===== config.mk =====
export PLATFORM = sky130hd
export DESIGN_NAME = phcs_classify
export DESIGN_NICKNAME = d
export VERILOG_FILES = /design/src/design/phcs_pkg.sv /design/src/design/phcs_classify.sv
export SDC_FILE = /design/constraint.sdc
export NUM_CORES = 1
export LEC_CHECK = 0
export BUFFER_PORTS_ARGS = -buffer_cell sky130_fd_sc_hd__buf_2
export CORE_AREA = 2 2 123 125
export DETAILED_ROUTE_END_ITERATION = 10
export DIE_AREA = 0 0 125 127
export GPL_ROUTABILITY_DRIVEN = 0
export SETUP_SLACK_MARGIN = 0.5
export SLEW_MARGIN = 20
export SYNTH_ARGS = -nofsm -noshare
export SYNTH_HDL_FRONTEND = slang
export SYNTH_SLANG_ARGS = --single-unit

===== constraint.sdc =====
create_clock -name vclk -period 13.4
set_input_delay 4.02 -clock vclk [all_inputs]
set_output_delay 4.02 -clock vclk [all_outputs]
set_load 0.05 [all_outputs]

===== src/design/phcs_pkg.sv =====
// shared constants and types for the packet header classifier
package phcs_pkg;

   localparam int MAX_CAPTURE_DEF = 65536;
   localparam int COUNT_WIDTH_DEF = 64;
   localparam int NUM_CTR         = 25;
   localparam int POS_W           = 17;
   localparam logic [POS_W-1:0] POS_MAX = '1;

   localparam logic [1:0] CMD_BYTE  = 2'd0;
   localparam logic [1:0] CMD_READ  = 2'd1;
   localparam logic [1:0] CMD_CLEAR = 2'd2;

   localparam logic [15:0] ET_V4 = 16'h0800;
   localparam logic [15:0] ET_V6 = 16'h86DD;

   localparam logic [7:0] PROTO_ICMP = 8'd1;
   localparam logic [7:0] PROTO_TCP  = 8'd6;
   localparam logic [7:0] PROTO_UDP  = 8'd17;

   localparam logic [2:0] L4_NONE  = 3'd0;
   localparam logic [2:0] L4_TCP   = 3'd1;
   localparam logic [2:0] L4_UDP   = 3'd2;
   localparam logic [2:0] L4_ICMP  = 3'd3;
   localparam logic [2:0] L4_OTHER = 3'd4;

   localparam logic [1:0] L3_NONE = 2'd0;
   localparam logic [1:0] L3_V4   = 2'd1;
   localparam logic [1:0] L3_V6   = 2'd2;

   localparam int C_PKT = 0, C_BYTES = 1, C_V4 = 2, C_V6 = 3, C_TCP = 4, C_UDP = 5;
   localparam int C_ICMP = 6, C_OTHER = 7, C_HTTP = 8, C_HTTPS = 9, C_QUIC = 10;
   localparam int C_ANOM = 11, C_SYN = 12, C_ACK = 13, C_FIN = 14, C_RST = 15;
   localparam int C_GNUT = 16, C_EMULE = 17, C_MSN = 18, C_RTMP = 19;
   localparam int C_TELNET = 20, C_SSH = 21, C_CUSEEME = 22, C_FIRST_TS = 23;
   localparam int C_LAST_TS = 24;

   // per-frame header fields captured while bytes stream in
   typedef struct packed {
      logic [POS_W-1:0] pos;
      logic [15:0]      ether_kind;
      logic [5:0]       ip_hlen;
      logic [7:0]       ttl;
      logic [7:0]       proto;
      logic [31:0]      src_v4;
      logic [31:0]      dst_v4;
      logic [5:0]       tcp_hlen;
      logic [7:0]       flags;
      logic [15:0]      port_src;
      logic [15:0]      port_dst;
   } hdr_type;

   // frame end decision handed to the counter bank
   typedef struct packed {
      logic             valid;
      logic             in_range;
      logic [1:0]       l3;
      logic [2:0]       l4;
      logic             anom;
      logic [9:0]       app;
      logic [7:0]       flags;
      logic [15:0]      port_src;
      logic [15:0]      port_dst;
      logic [15:0]      wire_len;
      logic [31:0]      secs;
   } frame_type;

endpackage


===== src/design/phcs_classify.sv =====
// frame end classification from the captured header fields
module phcs_classify #(
   parameter int MAX_CAPTURE = phcs_pkg::MAX_CAPTURE_DEF
) (
   input  phcs_pkg::hdr_type   hdr,
   input  logic [15:0]         wire_len,
   input  logic [31:0]         secs,
   output phcs_pkg::frame_type frm
);
   logic [phcs_pkg::POS_W:0] caplen, plen, l4len;
   logic [15:0] s, d;
   logic ok;

   function automatic logic hit(input logic [15:0] a, input logic [15:0] b,
                                input logic [15:0] p);
      hit = (a == p) || (b == p);
   endfunction

   always_comb begin
      frm = '0;
      caplen = {1'b0, hdr.pos} + 18'd1;
      plen = caplen - 18'd14;
      l4len = '0;
      s = hdr.port_src;
      d = hdr.port_dst;
      frm.wire_len = wire_len;
      frm.secs = secs;
      frm.in_range = caplen >= 18'd14 && caplen <= 18'(MAX_CAPTURE);
      ok = frm.in_range;
      if (ok) begin
         if (hdr.ether_kind == phcs_pkg::ET_V4) begin
            frm.l3 = phcs_pkg::L3_V4;
            if (plen < 18'd20 || hdr.ip_hlen < 6'd20 || plen < {12'd0, hdr.ip_hlen})
               ok = 1'b0;
            else begin
               frm.anom = hdr.ttl == 8'd0 || hdr.src_v4 == hdr.dst_v4;
               l4len = plen - {12'd0, hdr.ip_hlen};
            end
         end else if (hdr.ether_kind == phcs_pkg::ET_V6) begin
            frm.l3 = phcs_pkg::L3_V6;
            if (plen < 18'd40) ok = 1'b0;
            else l4len = plen - 18'd40;
         end else ok = 1'b0;
      end
      if (ok) begin
         if (hdr.proto == phcs_pkg::PROTO_TCP) begin
            if (l4len >= 18'd20 && l4len >= {12'd0, hdr.tcp_hlen}) begin
               frm.l4 = phcs_pkg::L4_TCP;
               frm.port_src = s;
               frm.port_dst = d;
               frm.flags = hdr.flags;
               frm.app[0] = hit(s, d, 16'd80);
               frm.app[1] = hit(s, d, 16'd443);
               frm.app[3] = hit(s, d, 16'd6346);
               frm.app[4] = hit(s, d, 16'd4662) || hit(s, d, 16'd4672);
               frm.app[5] = hit(s, d, 16'd1863);
               frm.app[6] = hit(s, d, 16'd1935);
               frm.app[7] = hit(s, d, 16'd23);
               frm.app[8] = hit(s, d, 16'd22);
            end
         end else if (hdr.proto == phcs_pkg::PROTO_UDP) begin
            if (l4len >= 18'd8) begin
               frm.l4 = phcs_pkg::L4_UDP;
               frm.port_src = s;
               frm.port_dst = d;
               frm.app[2] = hit(s, d, 16'd443);
               frm.app[3] = hit(s, d, 16'd6346);
               frm.app[4] = hit(s, d, 16'd4672);
               frm.app[9] = hit(s, d, 16'd7648);
            end
         end else if (hdr.proto == phcs_pkg::PROTO_ICMP) frm.l4 = phcs_pkg::L4_ICMP;
         else frm.l4 = phcs_pkg::L4_OTHER;
      end
   end
endmodule


# [Word level (Yosys, flattened, before mapping)]
# Index checks and enable logic that the tools add are counted.
# W data, S select, Z words.
[totals] regBits=0 in_bits=213 out_inout_bits=106 wordCells=93
[classes] n_addsub=4 magnitude_cmp=9 eq_ne=26 n_mux=37 n_reduce_logical=17
[ops] op="$eq A16 B13 Y1 const B" n=8
[ops] op="$mux W32" n=3
[ops] op="$mux W18" n=5
[ops] op="$eq A16 B11 Y1 const B" n=4
[ops] op="$eq A16 B5 Y1 const B" n=4
[ops] op="$mux W50" n=1
[ops] op="$mux W42" n=1
[ops] op="$ge A18 B4 Y1 const B" n=2
[ops] op="$eq A16 B7 Y1 const B" n=2
[ops] op="$eq A16 B9 Y1 const B" n=2
[ops] op="$eq A32 B32 Y1" n=1
[ops] op="$add A17 B1 Y18 const B" n=1
[ops] op="$ge A18 B5 Y1 const B" n=1
[ops] op="$ge A18 B6 Y1" n=1
[ops] op="$le A18 B17 Y1 const B" n=1
[ops] op="$lt A18 B5 Y1 const B" n=1
[ops] op="$lt A18 B6 Y1" n=1
[ops] op="$lt A18 B6 Y1 const B" n=1
[ops] op="$mux W3" n=6
[ops] op="$sub A18 B4 Y18 const B" n=1
[ops] op="$sub A18 B6 Y18" n=1
[ops] op="$sub A18 B6 Y18 const B" n=1
[ops] op="$eq A16 B12 Y1 const B" n=1
[ops] op="$eq A16 B16 Y1 const B" n=1
[ops] op="other kinds (12)" n=42

# [Logic depth before layout (Yosys ltp)]
# Gate-level depths: netlist (run 1).
[depth] word_depth=13 ltp_mapped=30 ltp_nobuf=26

# [Worst setup path after synthesis (run 1)]
# Ideal clock, no wire load.
[synth_path] kind="input port to output port" from="input hdr[148] (netlist name)" to="output frm[99] (netlist name)" arrival_time_ns=9.697 t_required_ns=9.380 path_slack_ns=-0.317 path_stages=26 path_buffers=4 cell_sequence="ha_1 -> buf_2 -> and3_1 -> buf_2 -> nor4_1 -> o32ai_1 -> nor4_2 -> nand2_1 -> a2bb2oi_1 -> o21ai_1 -> a41o_1 -> clkbuf_1 -> a211o_1 -> ha_1 -> nand2b_1 -> a21o_1 -> a21o_1 -> a21oi_1 -> nor2_1 -> a211o_1 -> nand2_1 -> a21boi_0 -> o22a_1 -> o21ai_2 -> buf_2 -> o21ai_0"
[synth_lines] item="start, declared" line_no="phcs_classify.sv:5" text="input phcs_pkg::hdr_type hdr,"
[synth_lines] item="end, declared" line_no="phcs_classify.sv:8" text="output phcs_pkg::frame_type frm"

==> impl_metrics.yaml, run 1 <==
worst_setup_path:
  max_stage_delay_ps: 320
  crit_required_ps: 9380
  crit_fanout: 8
  crit_type: "in2out"
  crit_buf_inv: 5
  critPathLaunch: "hdr[149]"
  crit_arrival_ps: 8880
  crit_path_frequent_cell: "a21o_1"
  crit_path_end_kind: "primary output"
  crit_path_top_delay_cell: "ha_1"
  crit_family: "compound AO/OA/AOI/OAI gates"
  start_kind: "input pin"
cells_and_area:
  nFlopsAndLatches: 0
  layout-drive-gt1-share_pct: 48.9
  finalInstanceArea_mm2: 0.00596
  syn_to_final_growth_pct: 51.5
  num-nets-final: 992
  clockBufferCount: 0
  diodes: 0
  seq_area_um2: 0
place:
  place_ws_ps: 145
  dp_hpwl_um: 13300
  port_buffers: 222
  dpl_cell_area_mm2: 0.00507
logic_synthesis:
  ys_seq_area_share_pct: 0
  yosys_warnings: 0
  synth_cells: 559
  yosys.area.top_type_share_pct: 10.5
  syn-num-nets: 788
  yosys.area.top_type: "xnor2_1"
  yosys-top-cells-area: "xnor2_1 10%, buf_4 9.7%, a21boi_2 5.7%, ha_1 4.8%, nor2_1 4.3%"
  synth.avg_cell_area_um2: 7.04
  ys_top_cells_by_count: "51 x buf_4, 47 x xnor2_1, 45 x nor2_1, 29 x inv_1, 29 x nand2_1"
  syn_area_mm2: 0.00393
  yosysMostFrequentCell: "buf_4"
  synth.distinct_cells: 83
detailed_routing:
  drc: 0
  routed_wl_um: 16500
  dr.pass1.iters: 5
  drt_iter0_markers: 325
  via_count: 4981
  post_drt_via_cell_ratio: 5.27
  ant_nets: 0
  routedWlPerCell_um: 17.4
global_routing:
  grt.overflow.total: 0
  grt_pass1_vias: 4630
  grt_pass1_wl_um: 24300
  grt_antenna_before_repair: 3
  grt_max_degree: 21
  grt_use_total_pct: 18.5
timing:
  post-route-min-period_ps: 12900
  worstMarginPinSlew_ps: 735
  fmax_mhz: 77.5
  drv_slew: 0
  rsz0062_at_grt: "yes"
  period_share_pct: 96.3
  hold_viol: 0
  setup_tns_ps: 0
  setup_viol: 0
  fin_ws_ps: 501
  maxSlewHeadroom_pct: 50.8
floorplan:
  ios: 319
  start_util_pct: 27.3
  rows: 44
  dieArea_mm2: 0.0159
  core_area_mm2: 0.0144
  fp.dieH_um: 127
  die_x_um: 125
outcome:
  status: "complete, no violations"
pwr:
  p_leak_nw: 2.50
  power_w: 0.000154
  power.density_mw_per_mm2: 25.8
  vdd_ir_drop_max_mv: 0.0117
run:
  drv_cap: 0
min_path:
  hold_start: "secs[12]"
  worstHoldPathType: "in2out"
==> layer usage <==
layer  up-vias  global-route usage, %  routed length (um)
met5         -                      0                  28
met4         4                   3.59                 382
met3        22                   4.10                1270
met2       233                   34.1                8470
met1      2291                   22.2                6330
li1       2431                      -                   -
==> power by group <==
part | switching, W | total (W) | internal [W]
Sequential | 0 | 0 | 0
Clock | 0 | 0 | 0
Combinational | 0.0000808 | 0.000154 | 0.0000727
==> what timing repair did <==
item / 4_1_cts / 5_1_grt
resized for setup: 89 / 80
pin swaps: 23 / 30
setup buffers: 10 / 13
cloned: 3 / 1
hold buffers: 0 / 0
setup endpoints to repair: 49 / 49
==> area by class of cell <==
cell class                 count  area (um2)
inverter                      29         109
fill                        1499        8460
tap                          184         230
multi-input combinational    458        3650
timing repair buffer         274        1970
==> metrics by stage <==
stage / hold WS (ps) / utilization, % / cells
5_1_grt: 8040 / 41.3 / 945
4_1_cts: 8040 / 38.6 / 931
3_5_place_dp: 8040 / 35.2 / 918
6_report: 8040 / 41.3 / 945
2_1_floorplan: 8190 / - / 559
3_3_place_gp: 8040 / 35.2 / 918
==> cell usage in the layout, fill, tap and decap left out, drive strengths merged, types with 4 or more instances in the layout <==
master and instances:
a21o 11, and2 8, o211ai 7, a211o 4, inv 29, xor2 7
buf 271, xnor2 47, nor2 54, and3 5, nor4b 7, nor3 21
or2 4, nand2 29, a31oi 9, nor4 28, nor2b 7, a21oi 17
o21a 6, or3 4, nand3b 5, nand4 22, a21boi 35, ha 15
nand3 19, nand2b 9, mux2i 6, o21ai 18
==> logic make-up (layout without fill, tap and decap cells) <==
kind of cell,count (synthesis),after routing,share of synthesized area [%]
buffers and inverters,102,303,15.9
adders and majority gates,16,16,5.28
muxes,6,6,1.53
AOI/OAI and AO/OA,141,141,29.0
xor gates and xnor gates,54,54,12.0
other,1,1,0.0953
and+or+nand+nor,239,240,36.1
==> final timing paths <==
| check | end | slack (ps) | cells after the start |
|---|---|---|---|
| setup / recovery | frm[65] | 500 | 31 |
| hold / removal | frm[12] | 8040 | 0 |
Power figures use the tool's default switching activity.
==> run 2: changes to the inputs <==
Settings changed: ABC_AREA set to 1, CORE_AREA 2 2 123 125 to 2 2 124 126, DIE_AREA 0 0 125 127 to 0 0 126 128.
==> impl_metrics.yaml, run 2 <==
outcome:
  status: "complete, no violations"
worst_setup_path:
  crit_type: "in2out"
  crit_fanout: 11
  start_kind: "input pin"
  crit_path_top_delay_cell: "or2_2"
  crit_arrival_ps: 8600
  crit_path_end_kind: "primary output"
  crit_required_ps: 9380
  max_stage_delay_ps: 290
floorplan:
  die_x_um: 126
  fp.dieH_um: 128
  dieArea_mm2: 0.0161
  ios: 319
  start_util_pct: 30.2
  rows: 45
  core_area_mm2: 0.0149
logic_synthesis:
  synth_cells: 874
  synth.avg_cell_area_um2: 5.13
  yosys_warnings: 0
  ys_top_cells_by_count: "219 x nand2_1, 139 x nor2_1, 131 x inv_1, 60 x nand3_1, 53 x buf_4"
  yosys-top-cells-area: "nand2_1 18%, nor2_1 12%, inv_1 11%, buf_4 8.9%, nand3_1 6.7%"
  yosys.area.top_type_share_pct: 18.3
  yosys.area.top_type: "nand2_1"
  yosysMostFrequentCell: "nand2_1"
  synth.distinct_cells: 53
  syn-num-nets: 1103
  ys_seq_area_share_pct: 0
  syn_area_mm2: 0.00449
global_routing:
  grt_pass1_wl_um: 26700
  grt_pass1_vias: 5362
  grt_use_total_pct: 20.0
  grt_max_degree: 35
  grt_antenna_before_repair: 1
  grt.overflow.total: 0
cells_and_area:
  final_common_cell: "nand2_1"
  layout_common_cells: "215 x nand2_1, 206 x buf_2, 137 x nor2_1"
  finalInstanceArea_mm2: 0.00579
  num-nets-final: 1283
  seq_area_um2: 0
  multi_input_area_mm2: 0.00365
  syn_to_final_growth_pct: 29.2
  nFlopsAndLatches: 0
  fin_util_pct: 39.0
  num-fill-cells: 1703
  layout-drive-gt1-share_pct: 31.7
  clockBufferCount: 0
timing:
  post-route-min-period_ps: 12620
  worstMarginPinSlew_ps: 758
  period_share_pct: 94.1
  fmax_mhz: 79.3
  maxSlewHeadroom_pct: 49.3
  rsz0062_at_grt: "no"
  setup_viol: 0
  drv_slew: 0
  setup_tns_ps: 0
  holdWs_ps: 8040
  hold_viol: 0
detailed_routing:
  post_drt_via_cell_ratio: 4.88
  dr.pass1.iters: 8
  drc: 0
  via_count: 6062
  routed_wl_um: 17900
  ant_nets: 0
  drt_iter0_markers: 370
  routedWlPerCell_um: 14.4
place:
  dp_hpwl_um: 15100
  dpl_cell_area_mm2: 0.00538
  port_buffers: 222
run:
  drv_cap: 0
min_path:
  worstHoldPathType: "in2out"
pwr:
  vdd_ir_drop_max_mv: 0.0173
  p_leak_nw: 3.16
  power.density_mw_per_mm2: 24.7
clock_tree:
  ctsHoldBuffers: 0
==> run 2: cell count changes in the layout (fill, tap and decap cells not counted), moves of 23 or more <==
cell | before | now
a21boi_2 | 28 | 0
buf_2 | 168 | 206
buf_4 | 45 | 13
buf_6 | 45 | 13
inv_1 | 28 | 128
nand2_1 | 28 | 215
nand2_2 | 1 | 24
nand3_1 | 16 | 59
nor2_1 | 40 | 137
==> run 2: layout make-up <==
class              instances  share of cell area (%)
multi-input cells        671                    63.0
repair buffers           237                    23.6
inverters                144                    9.33
well taps                188                    4.06
diodes                     1                  0.0432
==> run 2: worst paths after layout <==
| kind | start | end | cells past startpoint |
|---|---|---|---|
| max | hdr[148] | frm[92] | 40 |
| min | secs[14] | frm[14] | 0 |
==> run 2: metal layers <==
metal  share of wire, %  up-vias  track usage (%)  wire [um]
met3                8.1       27             2.92       1460
met5                  0        -                0          0
met4                1.8        0             3.17        323
met1                 42     2656             25.0       7440
met2                 48      263             36.8       8680
li1                   -     3116                -          -
==> run 2: repair_timing <==
item | CTS | global route
pin swaps | 3 | 17
endpoints found under the setup margin | 49 | 49
setup buffers | 1 | 10
gates cloned | 3 | 2
resized for setup | 4 | 69
==> run 2: per-stage QoR <==
step	cells	total power [W]	worst slack, ps
6_report	1241	0.000143	784
5_1_grt	1241	0.000160	458
4_1_cts	1228	0.000129	548
3_5_place_dp	1224	0.000128	293
3_3_place_gp	1224	0.000127	482
2_1_floorplan	874	0.000117	532
==> run 2: worst max-delay path: cells and delay by family <==
| family | cells | cell delay [ps] |
|---|---|---|
| AND/OR/NAND/NOR | 19 | 1860 |
| AO/OA/AOI/OAI | 8 | 980 |
| buffers and inverters | 9 | 860 |
| adder cells (fa/ha/maj) | 4 | 850 |
==> run 2: where the power goes <==
part | internal (W) | switching (W) | total [W]
registers | 0 | 0 | 0
logic | 0.0000589 | 0.0000842 | 0.000143
clock network | 0.00000000000998 | 0 | 0.00000000000998
==> run 2: cell families after synthesis <==
| family | after synthesis | share of synthesized area, % |
|---|---|---|
| and+or+nand+nor | 566 | 58.9 |
| AOI/OAI and AO/OA | 51 | 7.20 |
| other | 1 | 0.0836 |
| buffers and inverters | 206 | 22.4 |
| xor gates and xnor gates | 34 | 6.81 |
| adders and majority gates | 16 | 4.63 |
