$ cat config.mk
export PLATFORM = sky130hd
export DESIGN_NAME = phcs_parser
export DESIGN_NICKNAME = d
export VERILOG_FILES = /design/src/design/phcs_pkg.sv /design/src/design/phcs_parser.sv
export SDC_FILE = /design/constraint.sdc
export NUM_CORES = 1
export LEC_CHECK = 0
export ABC_AREA = 1
export ABC_CLOCK_PERIOD_IN_PS = 4600
export BUFFER_PORTS_ARGS = -buffer_cell sky130_fd_sc_hd__buf_2
export CAP_MARGIN = 15
export CELL_PAD_IN_SITES_DETAIL_PLACEMENT = 1
export CELL_PAD_IN_SITES_GLOBAL_PLACEMENT = 2
export CORE_MARGIN = 10
export CORE_UTILIZATION = 27
export DETAILED_ROUTE_END_ITERATION = 8
export PLACE_DENSITY_LB_ADDON = 0.1
export SLEW_MARGIN = 20
export SYNTH_ARGS = -nofsm -noshare
export SYNTH_HDL_FRONTEND = slang
export SYNTH_SLANG_ARGS = --single-unit
$ cat constraint.sdc
create_clock -name clock -period 4.6 [get_ports clock]
set_input_delay 0.69 -clock clock [delete_from_list [all_inputs] [get_ports clock]]
set_output_delay 0.69 -clock clock [all_outputs]
set_load 0.02 [all_outputs]
$ cat src/design/phcs_pkg.sv
// shared constants and types for the packet header classifier
package phcs_pkg;

   localparam int MAX_CAPTURE_DEF = 65536;
   localparam int COUNT_WIDTH_DEF = 64;
   localparam int NUM_CTR         = 25;
   localparam int POS_W           = 17;
   localparam logic [POS_W-1:0] POS_MAX = '1;

   localparam logic [1:0] CMD_BYTE  = 2'd0;
   localparam logic [1:0] CMD_READ  = 2'd1;
   localparam logic [1:0] CMD_CLEAR = 2'd2;

   localparam logic [15:0] ET_V4 = 16'h0800;
   localparam logic [15:0] ET_V6 = 16'h86DD;

   localparam logic [7:0] PROTO_ICMP = 8'd1;
   localparam logic [7:0] PROTO_TCP  = 8'd6;
   localparam logic [7:0] PROTO_UDP  = 8'd17;

   localparam logic [2:0] L4_NONE  = 3'd0;
   localparam logic [2:0] L4_TCP   = 3'd1;
   localparam logic [2:0] L4_UDP   = 3'd2;
   localparam logic [2:0] L4_ICMP  = 3'd3;
   localparam logic [2:0] L4_OTHER = 3'd4;

   localparam logic [1:0] L3_NONE = 2'd0;
   localparam logic [1:0] L3_V4   = 2'd1;
   localparam logic [1:0] L3_V6   = 2'd2;

   localparam int C_PKT = 0, C_BYTES = 1, C_V4 = 2, C_V6 = 3, C_TCP = 4, C_UDP = 5;
   localparam int C_ICMP = 6, C_OTHER = 7, C_HTTP = 8, C_HTTPS = 9, C_QUIC = 10;
   localparam int C_ANOM = 11, C_SYN = 12, C_ACK = 13, C_FIN = 14, C_RST = 15;
   localparam int C_GNUT = 16, C_EMULE = 17, C_MSN = 18, C_RTMP = 19;
   localparam int C_TELNET = 20, C_SSH = 21, C_CUSEEME = 22, C_FIRST_TS = 23;
   localparam int C_LAST_TS = 24;

   // per-frame header fields captured while bytes stream in
   typedef struct packed {
      logic [POS_W-1:0] pos;
      logic [15:0]      ether_kind;
      logic [5:0]       ip_hlen;
      logic [7:0]       ttl;
      logic [7:0]       proto;
      logic [31:0]      src_v4;
      logic [31:0]      dst_v4;
      logic [5:0]       tcp_hlen;
      logic [7:0]       flags;
      logic [15:0]      port_src;
      logic [15:0]      port_dst;
   } hdr_type;

   // frame end decision handed to the counter bank
   typedef struct packed {
      logic             valid;
      logic             in_range;
      logic [1:0]       l3;
      logic [2:0]       l4;
      logic             anom;
      logic [9:0]       app;
      logic [7:0]       flags;
      logic [15:0]      port_src;
      logic [15:0]      port_dst;
      logic [15:0]      wire_len;
      logic [31:0]      secs;
   } frame_type;

endpackage

$ cat src/design/phcs_parser.sv
// byte-wise header field capture for the frame in progress
module phcs_parser (
   input  logic                   clock,
   input  logic                   reset,
   input  logic                   byte_en,
   input  logic                   last,
   input  logic [7:0]             data,
   output phcs_pkg::hdr_type      hdr_next
);
   phcs_pkg::hdr_type hdr_ff, hdr_in, cap;
   logic [phcs_pkg::POS_W-1:0] start, off;
   logic do_l4;

   always_comb begin
      cap = hdr_ff;
      start = '0;
      do_l4 = 1'b0;
      if (hdr_ff.pos == 17'd12) cap.ether_kind = {data, 8'd0};
      else if (hdr_ff.pos == 17'd13) cap.ether_kind = {hdr_ff.ether_kind[15:8], data};
      if (cap.ether_kind == phcs_pkg::ET_V4) begin
         if (hdr_ff.pos == 17'd14) cap.ip_hlen = {data[3:0], 2'b00};
         else if (hdr_ff.pos == 17'd22) cap.ttl = data;
         else if (hdr_ff.pos == 17'd23) cap.proto = data;
         else if (hdr_ff.pos >= 17'd26 && hdr_ff.pos <= 17'd29)
            cap.src_v4 = {hdr_ff.src_v4[23:0], data};
         else if (hdr_ff.pos >= 17'd30 && hdr_ff.pos <= 17'd33)
            cap.dst_v4 = {hdr_ff.dst_v4[23:0], data};
         start = 17'd14 + {11'd0, cap.ip_hlen};
         do_l4 = 1'b1;
      end else if (cap.ether_kind == phcs_pkg::ET_V6) begin
         if (hdr_ff.pos == 17'd20) cap.proto = data;
         start = 17'd54;
         do_l4 = 1'b1;
      end
      off = hdr_ff.pos - start;
      if (do_l4 && hdr_ff.pos >= start && hdr_ff.pos >= 17'd14) begin
         case (off)
            17'd0:   cap.port_src = {data, 8'd0};
            17'd1:   cap.port_src = {hdr_ff.port_src[15:8], data};
            17'd2:   cap.port_dst = {data, 8'd0};
            17'd3:   cap.port_dst = {hdr_ff.port_dst[15:8], data};
            17'd12:  cap.tcp_hlen = {data[7:4], 2'b00};
            17'd13:  cap.flags = data;
            default: ;
         endcase
      end
      hdr_next = cap;
      hdr_in = hdr_ff;
      if (byte_en) begin
         if (last) hdr_in = '0;
         else begin
            hdr_in = cap;
            hdr_in.pos = (hdr_ff.pos != phcs_pkg::POS_MAX) ? hdr_ff.pos + 17'd1 : hdr_ff.pos;
         end
      end
   end

   always_ff @(posedge clock) begin
      if (reset) hdr_ff <= '0;
      else hdr_ff <= hdr_in;
   end
endmodule

# Word-level counts from Yosys, hierarchy flattened
# Cells that the tools add are included.
word_totals:
  reg_bits: 165
  inputBits: 12
  out_inout_bits: 165
  wordCells: 69
op_classes:
  add_sub_neg: 3
  order_cmp: 6
  n_eq_ne: 14
  n_mux: 28
  n_reduce_logical: 7
op_table:
  columns: ["op", "count"]
  rows:
  - ["two-way mux 165 bit", 1]
  - ["two-way mux 64 bit", 2]
  - ["two-way mux 32 bit", 3]
  - ["equality test 17 x 4 -> 1 bit, second input constant", 5]
  - ["two-way mux 80 bit", 1]
  - ["two-way mux 72 bit", 1]
  - ["one-hot mux 16 bit (2 select lines)", 2]
  - ["two-way mux 8 bit", 7]
  - ["equality test 17 x 5 -> 1 bit, second input constant", 3]
  - ["two-way mux 46 bit", 1]
  - ["equality test 17 x 2 -> 1 bit, second input constant", 2]
  - [">= comparator 17 x 5 -> 1 bit, second input constant", 2]
  - ["two-way mux 6 bit", 4]
  - ["adder 17 x 1 -> 17 bit, second input constant", 1]
  - ["equality test 17 x 1 -> 1 bit, second input constant", 1]
  - [">= comparator 17 bit", 1]
  - [">= comparator 17 x 4 -> 1 bit, second input constant", 1]
  - ["<= comparator 17 x 5 -> 1 bit, second input constant", 1]
  - ["<= comparator 17 x 6 -> 1 bit, second input constant", 1]
  - ["zero test 17 bit", 1]
  - ["two-way mux 17 bit", 1]
  - ["inequality test 17 bit, second input constant", 1]
  - ["subtractor 17 bit", 1]
  - ["equality test 16 x 12 -> 1 bit, second input constant", 1]
  - ["9 further kinds", 13]

# Depth between registers and ports, before layout
# Gate-level depths: netlist (run 1).
depth:
  ltp_word: 12
  depth_mapped: 35
  ltp_nobuf: 33

# Worst setup path after synthesis (run 1)
# No wires, ideal clock.
synth_timing:
  path_kind: "register to output"
  start: "register hdr_ff (netlist bit hdr_next[148])"
  end: "output hdr_next[32] (netlist bit)"
  arrival_time_ns: 4.330
  required_ns: 3.910
  path_slack_ns: -0.420
  stages_incl_launch_ff: 29
  path_buffers: 1
  cell_sequence: "dfxtp_1 > inv_1 > ha_1 > nand2_1 > nor2_4 > buf_2 > nand3_1 > nand2_1 > nor2_1 > nand2_1 > nor2_2 > nand3_4 > a31oi_1 > inv_1 > nor2_1 > ha_1 > inv_1 > fa_1 > nand2_1 > nand2_1 > nand3b_1 > nand2_1 > nand3b_1 > nor2_2 > nand4_1 > nor2_2 > nand3_4 > nand2_1 > and2_1"
synth_rtl:
  columns: ["item", "line_no", "rtl"]
  rows:
  - ["from (decl)", "phcs_parser.sv:10", "phcs_pkg::hdr_type hdr_ff, hdr_in, cap;"]
  - ["from (signal assigned)", "phcs_parser.sv:60", "else hdr_ff <= hdr_in;"]
  - ["to (decl)", "phcs_parser.sv:8", "output phcs_pkg::hdr_type hdr_next"]

==> reports/results.tsv, run 1 <==
metric	value	unit
grt_max_degree	140	
worstSetupPathType	flop to output pin	
yosys_warnings	0	
holdPathStages	2	
clock_tree.htree_level_count	4	
antenna_violating_nets_post_route	0	
route.layer.met1.wl	25170	um
reg2reg_setup_slack	-110	ps
die_width	225.2	um
cp_max_fo	8	
synth.distinct_cells	41	
grt_first_pass_wirelength	81630	um
worstMarginPinSlew	1213	ps
grt_setup_unrepaired	true	
slew_headroom	18.48	%
cts.sink_count	165	
final-max-slew-violation-count	0	
globalRouteOverflowTotal	0	
dpl_cell_area	13880	sq um
grtUsageTotal	20.67	%
most_frequent_standard_cell_in_the_layout_excluding_fill_and_tap_cells	sky130_fd_sc_hd__nand2_1	
total_nets_final	2263	
preCtsSetupSlack	-874.1	ps
port_buffers	176	
synth-seq-cells	165	
globalplace.congestion	0.8755	
clk-insertion-delay-late	490	ps
layout-drive-gt1-share	35.78	%
endpoint_kind	output pin	
top_layer_reached_by_signal_wires	met4	
first_pass_iters	4	
initial_core_util	27.22	%
r2r_end	hdr_ff[28]	
wl_per_cell	19.53	um
timing.critical_path.from_type	flop	
die-height	225.2	um
cts.reportedPaths.clkPinSlew	80	ps
drt-total-wl	54510	um
row_count	75	
min_path_type	flop to flop	
status	complete, but fails checks	
power.density	190.0	nW/um^2
mappedNetlistArea	11370	sq um
synth_async_sr_flop_share	0	%
post_cts_hold_buffer_count	0	
number_of_antenna_violations_at_the_first_check_in_global_routing	1	
floorplan.io_pins	177	
worst_ep_arrival_time	4940	ps
overall_via_count_from_detail_route	13610	
rr_startpoint	hdr_next[154]	
fin_crit	5635	ps
setup_slack	-1035	ps
ctsRootBufferMaster	sky130_fd_sc_hd__clkbuf_16	
final.setup_skew	15.85	ps
main_synth_ff_type	sky130_fd_sc_hd__dfxtp_1	
first_iter_violations	686	
synth_nets	1920	
max_freq	177.5	MHz
leakagePower	7.922	nW
setup_tns	-101040	ps
design_area	17020	sq um
violations	setup timing	
drc_errors	0	
hold_start	hdr_ff[126]	
most-common-layout-cells	558 x sky130_fd_sc_hd__nand2_1, 238 x sky130_fd_sc_hd__buf_4, 194 x sky130_fd_sc_hd__inv_1, 161 x sky130_fd_sc_hd__a21oi_1, 150 x sky130_fd_sc_hd__dfxtp_1	
via_per_inst	4.877	
cts-buffers-inserted	17	
ys_seq_area_share	29.06	%
worst_path_max_delay_cell	sky130_fd_sc_hd__dfxtp_4	
n_fill_cell	5285	
placeableCoreArea	41760	sq um
grt_pass1_vias	13760	
period_share	122.5	%
hold_end	hdr_ff[126]	
die_area	50710	sq um
max-cap-violations	0	
syn_area_per_cell	6.002	sq um
place.detailed.hpwl	36660	um
timing.reg2reg.worst_path_depth	37	
final-hold-violation-count	0	
worst_path_largest_cell_delay	360	ps
wl_met2	26620	um
setup_viol_count_final	134	
cp.required	3910	ps
cts.path.max_buffers	2	
cts_tree	yes	
vdd.ir_drop.worst	0.2334	mV
synthToLayoutAreaGrowth	49.73	%
dr_wl_met3	1811	um
edff_count_synth	0	
synthCells	1894	
## area by class of cell
cell class | instances | area [sq um] | share of cell area, %
Antenna cell | 2 | 5.005 | 0.02941
Clock buffer | 20 | 466.7 | 2.742
Clock inverter | 12 | 140.1 | 0.8233
Inverter | 214 | 845.8 | 4.969
Multi-Input combinational cell | 1396 | 7787 | 45.75
Sequential cell | 165 | 3329 | 19.56
Tap cell | 539 | 674.4 | 3.962
Timing Repair Buffer | 442 | 3762 | 22.11
Timing Repair inverter | 1 | 8.758 | 0.05146
## flip-flops by register name, indices dropped and copies added, names as in the netlist
signal	count
hdr_ff	148
hdr_next	17
## metal layers
metal  track usage, %  up-vias
li1                 -     6746
met1            26.60     6632
met2            34.82      189
met3            3.097       45
met4            6.427        0
met5                0        -
## metrics by stage
step | hold WS [ps] | power (W) | instances | util, %
CTS | 463.3 | 0.003276 | 2747 | 37.17
global route | 487.5 | 0.003342 | 2790 | 40.75
floorplan | 432.4 | 0.001561 | 1894 | -
detailed placement | 451.6 | 0.001669 | 2669 | 33.23
finish | 457.9 | 0.003234 | 2791 | 40.76
global placement | 442.1 | 0.001669 | 2669 | 33.23
## cells by family after synthesis
| kind of cell | count (synthesis) | share of synthesized area, % |
|---|---|---|
| adder cells (fa/ha/maj) | 14 | 1.607 |
| XOR/XNOR | 2 | 0.1541 |
| AND/OR/NAND/NOR | 1051 | 40.55 |
| buffers and inverters | 337 | 12.80 |
| AO/OA/AOI/OAI | 325 | 15.83 |
| flip-flops | 165 | 29.06 |
## report_power, final
group	switching, W	total, W	internal, W
Clock	0.000727	0.00158	0.000852
Sequential	0.00000123	0.00143	0.00143
Combinational	0.000169	0.000228	0.0000581
## worst max path at each step
| stage | startpoint | to | slack, ps | cells past startpoint |
|---|---|---|---|---|
| floorplan | hdr_next[162] | hdr_next[32] | -20 | 32 |
| global placement | data[1] | hdr_next[39] | -850 | 26 |
| detailed placement | data[1] | hdr_next[39] | -870 | 26 |
| CTS | hdr_next[149] | hdr_next[39] | -1040 | 34 |
| global route | hdr_next[154] | hdr_next[32] | -1280 | 32 |
| finish | hdr_next[154] | hdr_next[39] | -1030 | 32 |
## Yosys cell counts, types with 15 or more instances
| cell | number | area (sq um) |
|---|---|---|
| sky130_fd_sc_hd__nor2_2 | 16 | 100.1 |
| sky130_fd_sc_hd__nand3_1 | 133 | 665.6 |
| sky130_fd_sc_hd__nor3_1 | 16 | 80.08 |
| sky130_fd_sc_hd__o21ai_0 | 98 | 490.5 |
| sky130_fd_sc_hd__buf_4 | 24 | 180.2 |
| sky130_fd_sc_hd__dfxtp_1 | 165 | 3303 |
| sky130_fd_sc_hd__nand4_1 | 54 | 337.8 |
| sky130_fd_sc_hd__a21oi_1 | 166 | 830.8 |
| sky130_fd_sc_hd__nand2_1 | 688 | 2582 |
| sky130_fd_sc_hd__o21a_2 | 15 | 131.4 |
| sky130_fd_sc_hd__clkbuf_1 | 69 | 259.0 |
| sky130_fd_sc_hd__o21a_1 | 26 | 195.2 |
| sky130_fd_sc_hd__and2_1 | 20 | 125.1 |
| sky130_fd_sc_hd__nor2_1 | 80 | 300.3 |
| sky130_fd_sc_hd__inv_1 | 208 | 780.8 |
## critical path: cells and delay by family (launching register included)
family                     cells  cell delay [ps]
DFF                            1              360
adders and majority gates      2              520
buffers and inverters          6              630
AOI/OAI and AO/OA              2              300
and+or+nand+nor               22             2640
## timing repair
item / 4_1_cts / 5_1_grt
resized for setup: 192 / 310
endpoints found under the setup margin: 92 / 173
pin swaps: 65 / 84
setup buffers: 49 / 33
gates cloned: 6 / 9
(Power assumes the default switching activity.)
==> run 2, diff against run 1 <==
Settings changed: CORE_ASPECT_RATIO from default to 0.6.
==> run 2 against run 1 <==
Against the previous run: the flow still finishes with violations (setup timing); worst setup slack improved by 4.2 ps; non-clock buffer count shrank 2; via count about the same; clock power grew 3%; wire length up 0.26%; register-to-register slack worse by 740 ps; combinational power rose by 8.8%; sequential power about the same; total power grew 1.9%; die area up 0.53%; first-iteration DRC count grew 25%; final cell count up 0.82%; critical path type unchanged.
==> reports/results.tsv, run 2 (synthesis results as in run 1) <==
metric	value	unit	change
cts_tree	yes		unchanged
final-hold-violation-count	0		unchanged
antenna_violating_nets_post_route	0		unchanged
floorplan.io_pins	177		unchanged
total_nets_final	2257		was 2263
number_of_antenna_violations_at_the_first_check_in_global_routing	3		was 1
clock_tree.htree_level_count	4		unchanged
diodes	0		was 2
leakagePower	7.884	nW	was 7.922 nW
largest_reg_by_ff_count	hdr_ff		unchanged
first_pass_iters	5		was 4
ctsRootBufferMaster	sky130_fd_sc_hd__clkbuf_16		unchanged
max_ffs_per_register	148		unchanged
placeableCoreArea	41730	sq um	was 41760 sq um
met1_usage	30.91	%	was 26.60%
worstMarginPinSlew	991.8	ps	was 1213 ps
most_frequent_standard_cell_in_the_layout_excluding_fill_and_tap_cells	sky130_fd_sc_hd__nand2_1		unchanged
port_buffers	176		unchanged
endpoint_kind	output pin		unchanged
via_per_inst	4.841		was 4.877
period_share	122.4	%	was 122.5%
synthToLayoutAreaGrowth	48.60	%	was 49.73%
worst_path_max_delay_cell	sky130_fd_sc_hd__fa_2		was sky130_fd_sc_hd__dfxtp_4
cts.sink_count	165		unchanged
n_fill_cell	5319		was 5285
cts.path.max_buffers	2		unchanged
max-cap-violations	0		unchanged
design_area	16890	sq um	was 17020 sq um
dpl_cell_area	14080	sq um	was 13880 sq um
final.setup_skew	22.72	ps	was 15.85 ps
layout-drive-gt1-share	36.99	%	was 35.78%
globalRouteOverflowTotal	0		unchanged
globalplace.congestion	0.8828		was 0.8755
grt_pass1_vias	13810		was 13760
cp.required	3910	ps	about the same
critical_path.most_common_cell	sky130_fd_sc_hd__nor2_4		
grt_setup_unrepaired	true		unchanged
grt.busiest_layer	met2		unchanged
most-common-layout-cells	539 x sky130_fd_sc_hd__nand2_1, 216 x sky130_fd_sc_hd__buf_4, 194 x sky130_fd_sc_hd__inv_1, 156 x sky130_fd_sc_hd__dfxtp_1, 133 x sky130_fd_sc_hd__buf_2		was 558 x sky130_fd_sc_hd__nand2_1, 238 x sky130_fd_sc_hd__buf_4, 194 x sky130_fd_sc_hd__inv_1, 161 x sky130_fd_sc_hd__a21oi_1, 150 x sky130_fd_sc_hd__dfxtp_1
setup_viol_count_final	56		was 134
initial_core_util	27.24	%	was 27.22%
status	complete, but fails checks		unchanged
holdPathStages	2		unchanged
grt_first_pass_wirelength	83410	um	was 81630 um
grtUsageTotal	20.91	%	was 20.67%
cp_max_fo	6		was 8
drt-total-wl	54650	um	was 54510 um
worstSetupPathType	flop to output pin		unchanged
slew_headroom	33.88	%	was 18.48%
worst_ep_arrival_time	4940	ps	about the same
cts-buffers-inserted	17		unchanged
setup_tns	-44690	ps	was -101040 ps
global_route_met3_utilization	3.443	%	was 3.097%
use_met2	31.73	%	was 34.82%
vdd.ir_drop.worst	0.2011	mV	was 0.2334 mV
timing.critical_path.from_type	flop		unchanged
cts.reportedPaths.clkPinSlew	90	ps	was 80 ps
power.density	195.2	nW/um^2	was 190.0 nW/um^2
fin_crit	5631	ps	was 5635 ps
worst_path_largest_cell_delay	370	ps	was 360 ps
min_path_type	flop to flop		unchanged
wl_per_cell	19.42	um	was 19.53 um
grt_max_degree	66		was 140
first_iter_violations	858		was 686
place.detailed.hpwl	39690	um	was 36660 um
row_count	58		was 75
overall_via_count_from_detail_route	13620		was 13610
die-height	178.9	um	was 225.2 um
violations	setup timing		unchanged
timing.reg2reg.worst_path_depth	40		was 37
setup_slack	-1031	ps	was -1035 ps
final.hold.worst_slack	465.2	ps	was 457.9 ps
final-max-slew-violation-count	0		unchanged
post_cts_hold_buffer_count	0		unchanged
die_area	50980	sq um	was 50710 sq um
drc_errors	0		unchanged
max_freq	177.6	MHz	was 177.5 MHz
clk-insertion-delay-late	470	ps	was 490 ps
die_width	284.9	um	was 225.2 um
## run 2: final timing paths
path	startpoint	endpoint	slack [ps]
min	hdr_ff[41]	hdr_ff[41]	470
max reg2reg	hdr_next[149]	hdr_ff[44]	-850
max	hdr_next[149]	hdr_next[34]	-1030
min reg2reg	hdr_ff[41]	hdr_ff[41]	470
## run 2: timing repair
item | 4_1_cts | 5_1_grt
resized for setup | 278 | 191
gates cloned | 4 | 0
endpoints found under the setup margin | 92 | 92
pin swaps | 85 | 117
setup buffers | 61 | 12
## run 2: critical path: cells and delay by family (launching register included)
kind            cells  cell delay [ps]
simple gates       17             2250
buf+inv             9              980
fa+ha+maj           3              640
flops               1              360
compound gates      1              210
## run 2: final cells by class
type	count	area [sq um]	share of cell area, %
multi-input cells	1393	7983	47.26
repair buffers	440	3448	20.41
flip-flops and latches	165	3322	19.67
inverters	214	813.3	4.815
well taps	570	713.2	4.222
clock buffers	19	454.2	2.689
clock inverters	13	157.7	0.9333
## run 2: power breakdown
| part | internal, W | total, W | switching [W] |
|---|---|---|---|
| clock network | 0.000853 | 0.00162 | 0.000768 |
| registers | 0.00143 | 0.00143 | 0.000000931 |
| logic | 0.0000685 | 0.000248 | 0.000180 |
## run 2: metrics by stage
stage | cells | utilization (%) | power [W] | setup slack, ps
floorplan | 1894 | - | 0.001561 | -19.04
global placement | 2715 | 33.74 | 0.001673 | -1143
detailed placement | 2715 | 33.74 | 0.001673 | -1109
CTS | 2812 | 38.82 | 0.003318 | -991.7
global route | 2814 | 40.48 | 0.003409 | -1260
finish | 2814 | 40.48 | 0.003297 | -1031
## run 2: per-layer routing
metal / routed length, um / vias up
li1: - / 6737
met4: 434 / 0
met1: 28290 / 6635
met2: 23390 / 225
met5: 0 / -
met3: 2542 / 26
==> run 3, diff against run 2 <==
Settings changed: ABC_CLOCK_PERIOD_IN_PS 4600 to 6900, CORE_MARGIN 10 to default, CORE_UTILIZATION 27 to 33.
Clock period 4.6 ns to 6.9 ns, I/O delays scaled along.
==> run 3 against run 2 <==
Against the previous run: the flow now finishes without violations; total power fell by 38%; final cell count fell by 11%; worst hold slack got worse by 11 ps; core utilization fell by 0.76 points; register-to-register slack improved by 2600 ps; largest power group unchanged.
==> reports/results.tsv, run 3 (synthesis results as in run 1) <==
metric	value	unit	change
worst_ep_arrival_time	5420	ps	was 4940 ps
total_power	0.002052	W	was 0.003297 W
reg2reg_setup_slack	1790	ps	was -850 ps
die-height	145.8	um	was 178.9 um
design_area	13440	sq um	was 16890 sq um
cts-buffers-inserted	17		unchanged
worst_path_largest_cell_delay	390	ps	was 370 ps
final-hold-violation-count	0		unchanged
p_int	0.001461	W	was 0.002348 W
period_share	93.55	%	
final.setup_skew	16.01	ps	was 22.72 ps
grt_pass1_vias	12460		was 13810
wl_per_cell	18.92	um	was 19.42 um
sequentialPowerShare	46.4	%	was 43.3%
max-cap-violations	0		unchanged
cts_tree	yes		unchanged
slew_headroom	35.24	%	was 33.88%
most-common-layout-cells	688 x sky130_fd_sc_hd__nand2_1, 207 x sky130_fd_sc_hd__inv_1, 175 x sky130_fd_sc_hd__buf_2, 165 x sky130_fd_sc_hd__a21oi_1, 165 x sky130_fd_sc_hd__dfxtp_1		was 539 x sky130_fd_sc_hd__nand2_1, 216 x sky130_fd_sc_hd__buf_4, 194 x sky130_fd_sc_hd__inv_1, 156 x sky130_fd_sc_hd__dfxtp_1, 133 x sky130_fd_sc_hd__buf_2
cp_max_fo	9		was 6
initial_core_util	33.60	%	was 27.24%
overall_via_count_from_detail_route	13020		was 13620
fin_crit	6455	ps	
synthToLayoutAreaGrowth	18.23	%	was 48.60%
drc_errors	0		unchanged
antenna_violating_nets_post_route	0		unchanged
cts.path.max_buffers	2		unchanged
grtUsageTotal	26.64	%	was 20.91%
die_area	35220	sq um	was 50980 sq um
setup_slack	445.3	ps	was -1031 ps
switching_share	28.83	%	was 28.78%
timing.critical_path.max_delay_family	simple AND/OR/NAND/NOR gates		unchanged
final-max-slew-violation-count	0		unchanged
setup_tns	0	ps	was -44690 ps
dpl_cell_area	12790	sq um	was 14080 sq um
die_width	241.6	um	was 284.9 um
min_path_type	flop to flop		unchanged
number_of_antenna_violations_at_the_first_check_in_global_routing	2		was 3
vdd.ir_drop.worst	0.1775	mV	was 0.2011 mV
drt-total-wl	47610	um	was 54650 um
via_per_inst	5.174		was 4.841
placeableCoreArea	33830	sq um	was 41730 sq um
grt_max_degree	120		was 66
worst_path_max_delay_cell	sky130_fd_sc_hd__ha_1		was sky130_fd_sc_hd__fa_2
preCtsSetupSlack	427.7	ps	was -1109 ps
post_cts_hold_buffer_count	0		unchanged
total_nets_final	2070		was 2257
status	finished clean		was complete, but fails checks
clk-insertion-delay-late	460	ps	was 470 ps
max_ffs_per_register	148		unchanged
worstSetupPathType	flop to output pin		unchanged
globalplace.congestion	0.9143		was 0.8828
row_count	52		was 58
place.detailed.hpwl	34290	um	was 39690 um
setup_viol_count_final	0		was 56
ctsRootBufferMaster	sky130_fd_sc_hd__clkbuf_16		unchanged
max_freq	154.9	MHz	
layout-drive-gt1-share	17.65	%	was 36.99%
grt_first_pass_wirelength	73220	um	was 83410 um
cts.reportedPaths.clkPinSlew	70	ps	was 90 ps
clock_tree.htree_level_count	4		unchanged
critical_path.n_buffers_inverters	7		was 9
most_frequent_standard_cell_in_the_layout_excluding_fill_and_tap_cells	sky130_fd_sc_hd__nand2_1		unchanged
floorplan.io_pins	177		unchanged
p_clk_share	47.7	%	was 49.2%
pwr-share-comb	5.9	%	was 7.5%
cts.sink_count	165		unchanged
critical_path.most_common_cell	sky130_fd_sc_hd__nand2_1		was sky130_fd_sc_hd__nor2_4
leakagePower	6.604	nW	was 7.884 nW
power.net_switching	0.0005916	W	was 0.0009489 W
port_buffers	176		unchanged
endpoint_kind	output pin		unchanged
largest_reg_by_ff_count	hdr_ff		unchanged
grt_setup_unrepaired	false		was true
first_iter_violations	992		was 858
timing.critical_path.from_type	flop		unchanged
power.density	152.7	nW/um^2	was 195.2 nW/um^2
cp.required	5860	ps	was 3910 ps
first_pass_iters	6		was 5
n_fill_cell	4562		was 5319
worstMarginPinSlew	971.4	ps	was 991.8 ps
globalRouteOverflowTotal	0		unchanged
[run 3: cell count changes in the layout (fill, tap and decap cells not counted), moves of 13 or more]
cell,change
sky130_fd_sc_hd__nand2_1,+149
sky130_fd_sc_hd__buf_4,-143
sky130_fd_sc_hd__nand2_2,-109
sky130_fd_sc_hd__buf_6,-78
sky130_fd_sc_hd__buf_2,+42
sky130_fd_sc_hd__nand2_4,-40
sky130_fd_sc_hd__a21oi_1,+33
sky130_fd_sc_hd__nand3_1,+32
sky130_fd_sc_hd__a21oi_2,-30
sky130_fd_sc_hd__nor2_1,+21
sky130_fd_sc_hd__nor2_4,-19
sky130_fd_sc_hd__nand3_4,-17
sky130_fd_sc_hd__nand3_2,-15
sky130_fd_sc_hd__inv_1,+13
[run 3: layer usage]
metal / share of wire [%] / vias to the layer above / routed length (um) / global-route usage [%]
met2: 39 / 340 / 18640 / 36.61
met1: 53 / 6289 / 25190 / 41.28
met5: 0.027 / - / 13 / 0
li1: - / 6356 / - / -
met4: 1.2 / 2 / 588 / 5.446
met3: 6.7 / 35 / 3184 / 6.030
[run 3: tightest hold or removal path: stages (launching register included)]
cell and delay [ps]:
sky130_fd_sc_hd__dfxtp_1 310, sky130_fd_sc_hd__nand3_1 70, sky130_fd_sc_hd__inv_1 30
[run 3: final timing paths]
kind,startpoint,endpoint,depth (start not counted)
max,hdr_next[148],hdr_next[43],31
min reg2reg,hdr_ff[41],hdr_ff[41],2
min,hdr_ff[41],hdr_ff[41],2
max reg2reg,hdr_next[148],hdr_ff[28],32
[run 3: timing repair]
action                                  in CTS  in global routing
endpoints found under the setup margin       0                 46
resized for setup                            0                  8
hold endpoints to repair                     0                  0
buffers inserted                             0                  5
[run 3: per-stage QoR]
stage	instances	hold WS, ps	utilization [%]
finish	2517	454.6	39.72
global route	2516	474.4	39.72
CTS	2510	460.9	39.48
detailed placement	2478	448.6	37.80
global placement	2478	445.1	37.80
floorplan	1894	432.4	-
[run 3: power by group through the flow]
stage	Combinational [W]	Sequential (W)	Clock, W
after floorplan	0.0000628	0.000975	0
after global placement	0.000120	0.000974	0
after detailed placement	0.000119	0.000974	0
after CTS	0.000119	0.000952	0.00100
after global routing	0.000128	0.000952	0.00104
final	0.000121	0.000952	0.000979
[run 3: layout make-up]
| cell class | count | area (sq um) | share of cell area (%) |
|---|---|---|---|
| repair buffers | 253 | 1524 | 11.34 |
| well taps | 459 | 574.3 | 4.273 |
| clock buffers | 18 | 439.2 | 3.268 |
| flip-flops and latches | 165 | 3303 | 24.58 |
| clock inverters | 14 | 128.9 | 0.9589 |
| inverters | 214 | 805.8 | 5.996 |
| diodes | 1 | 2.502 | 0.01862 |
| multi-input cells | 1393 | 6661 | 49.57 |
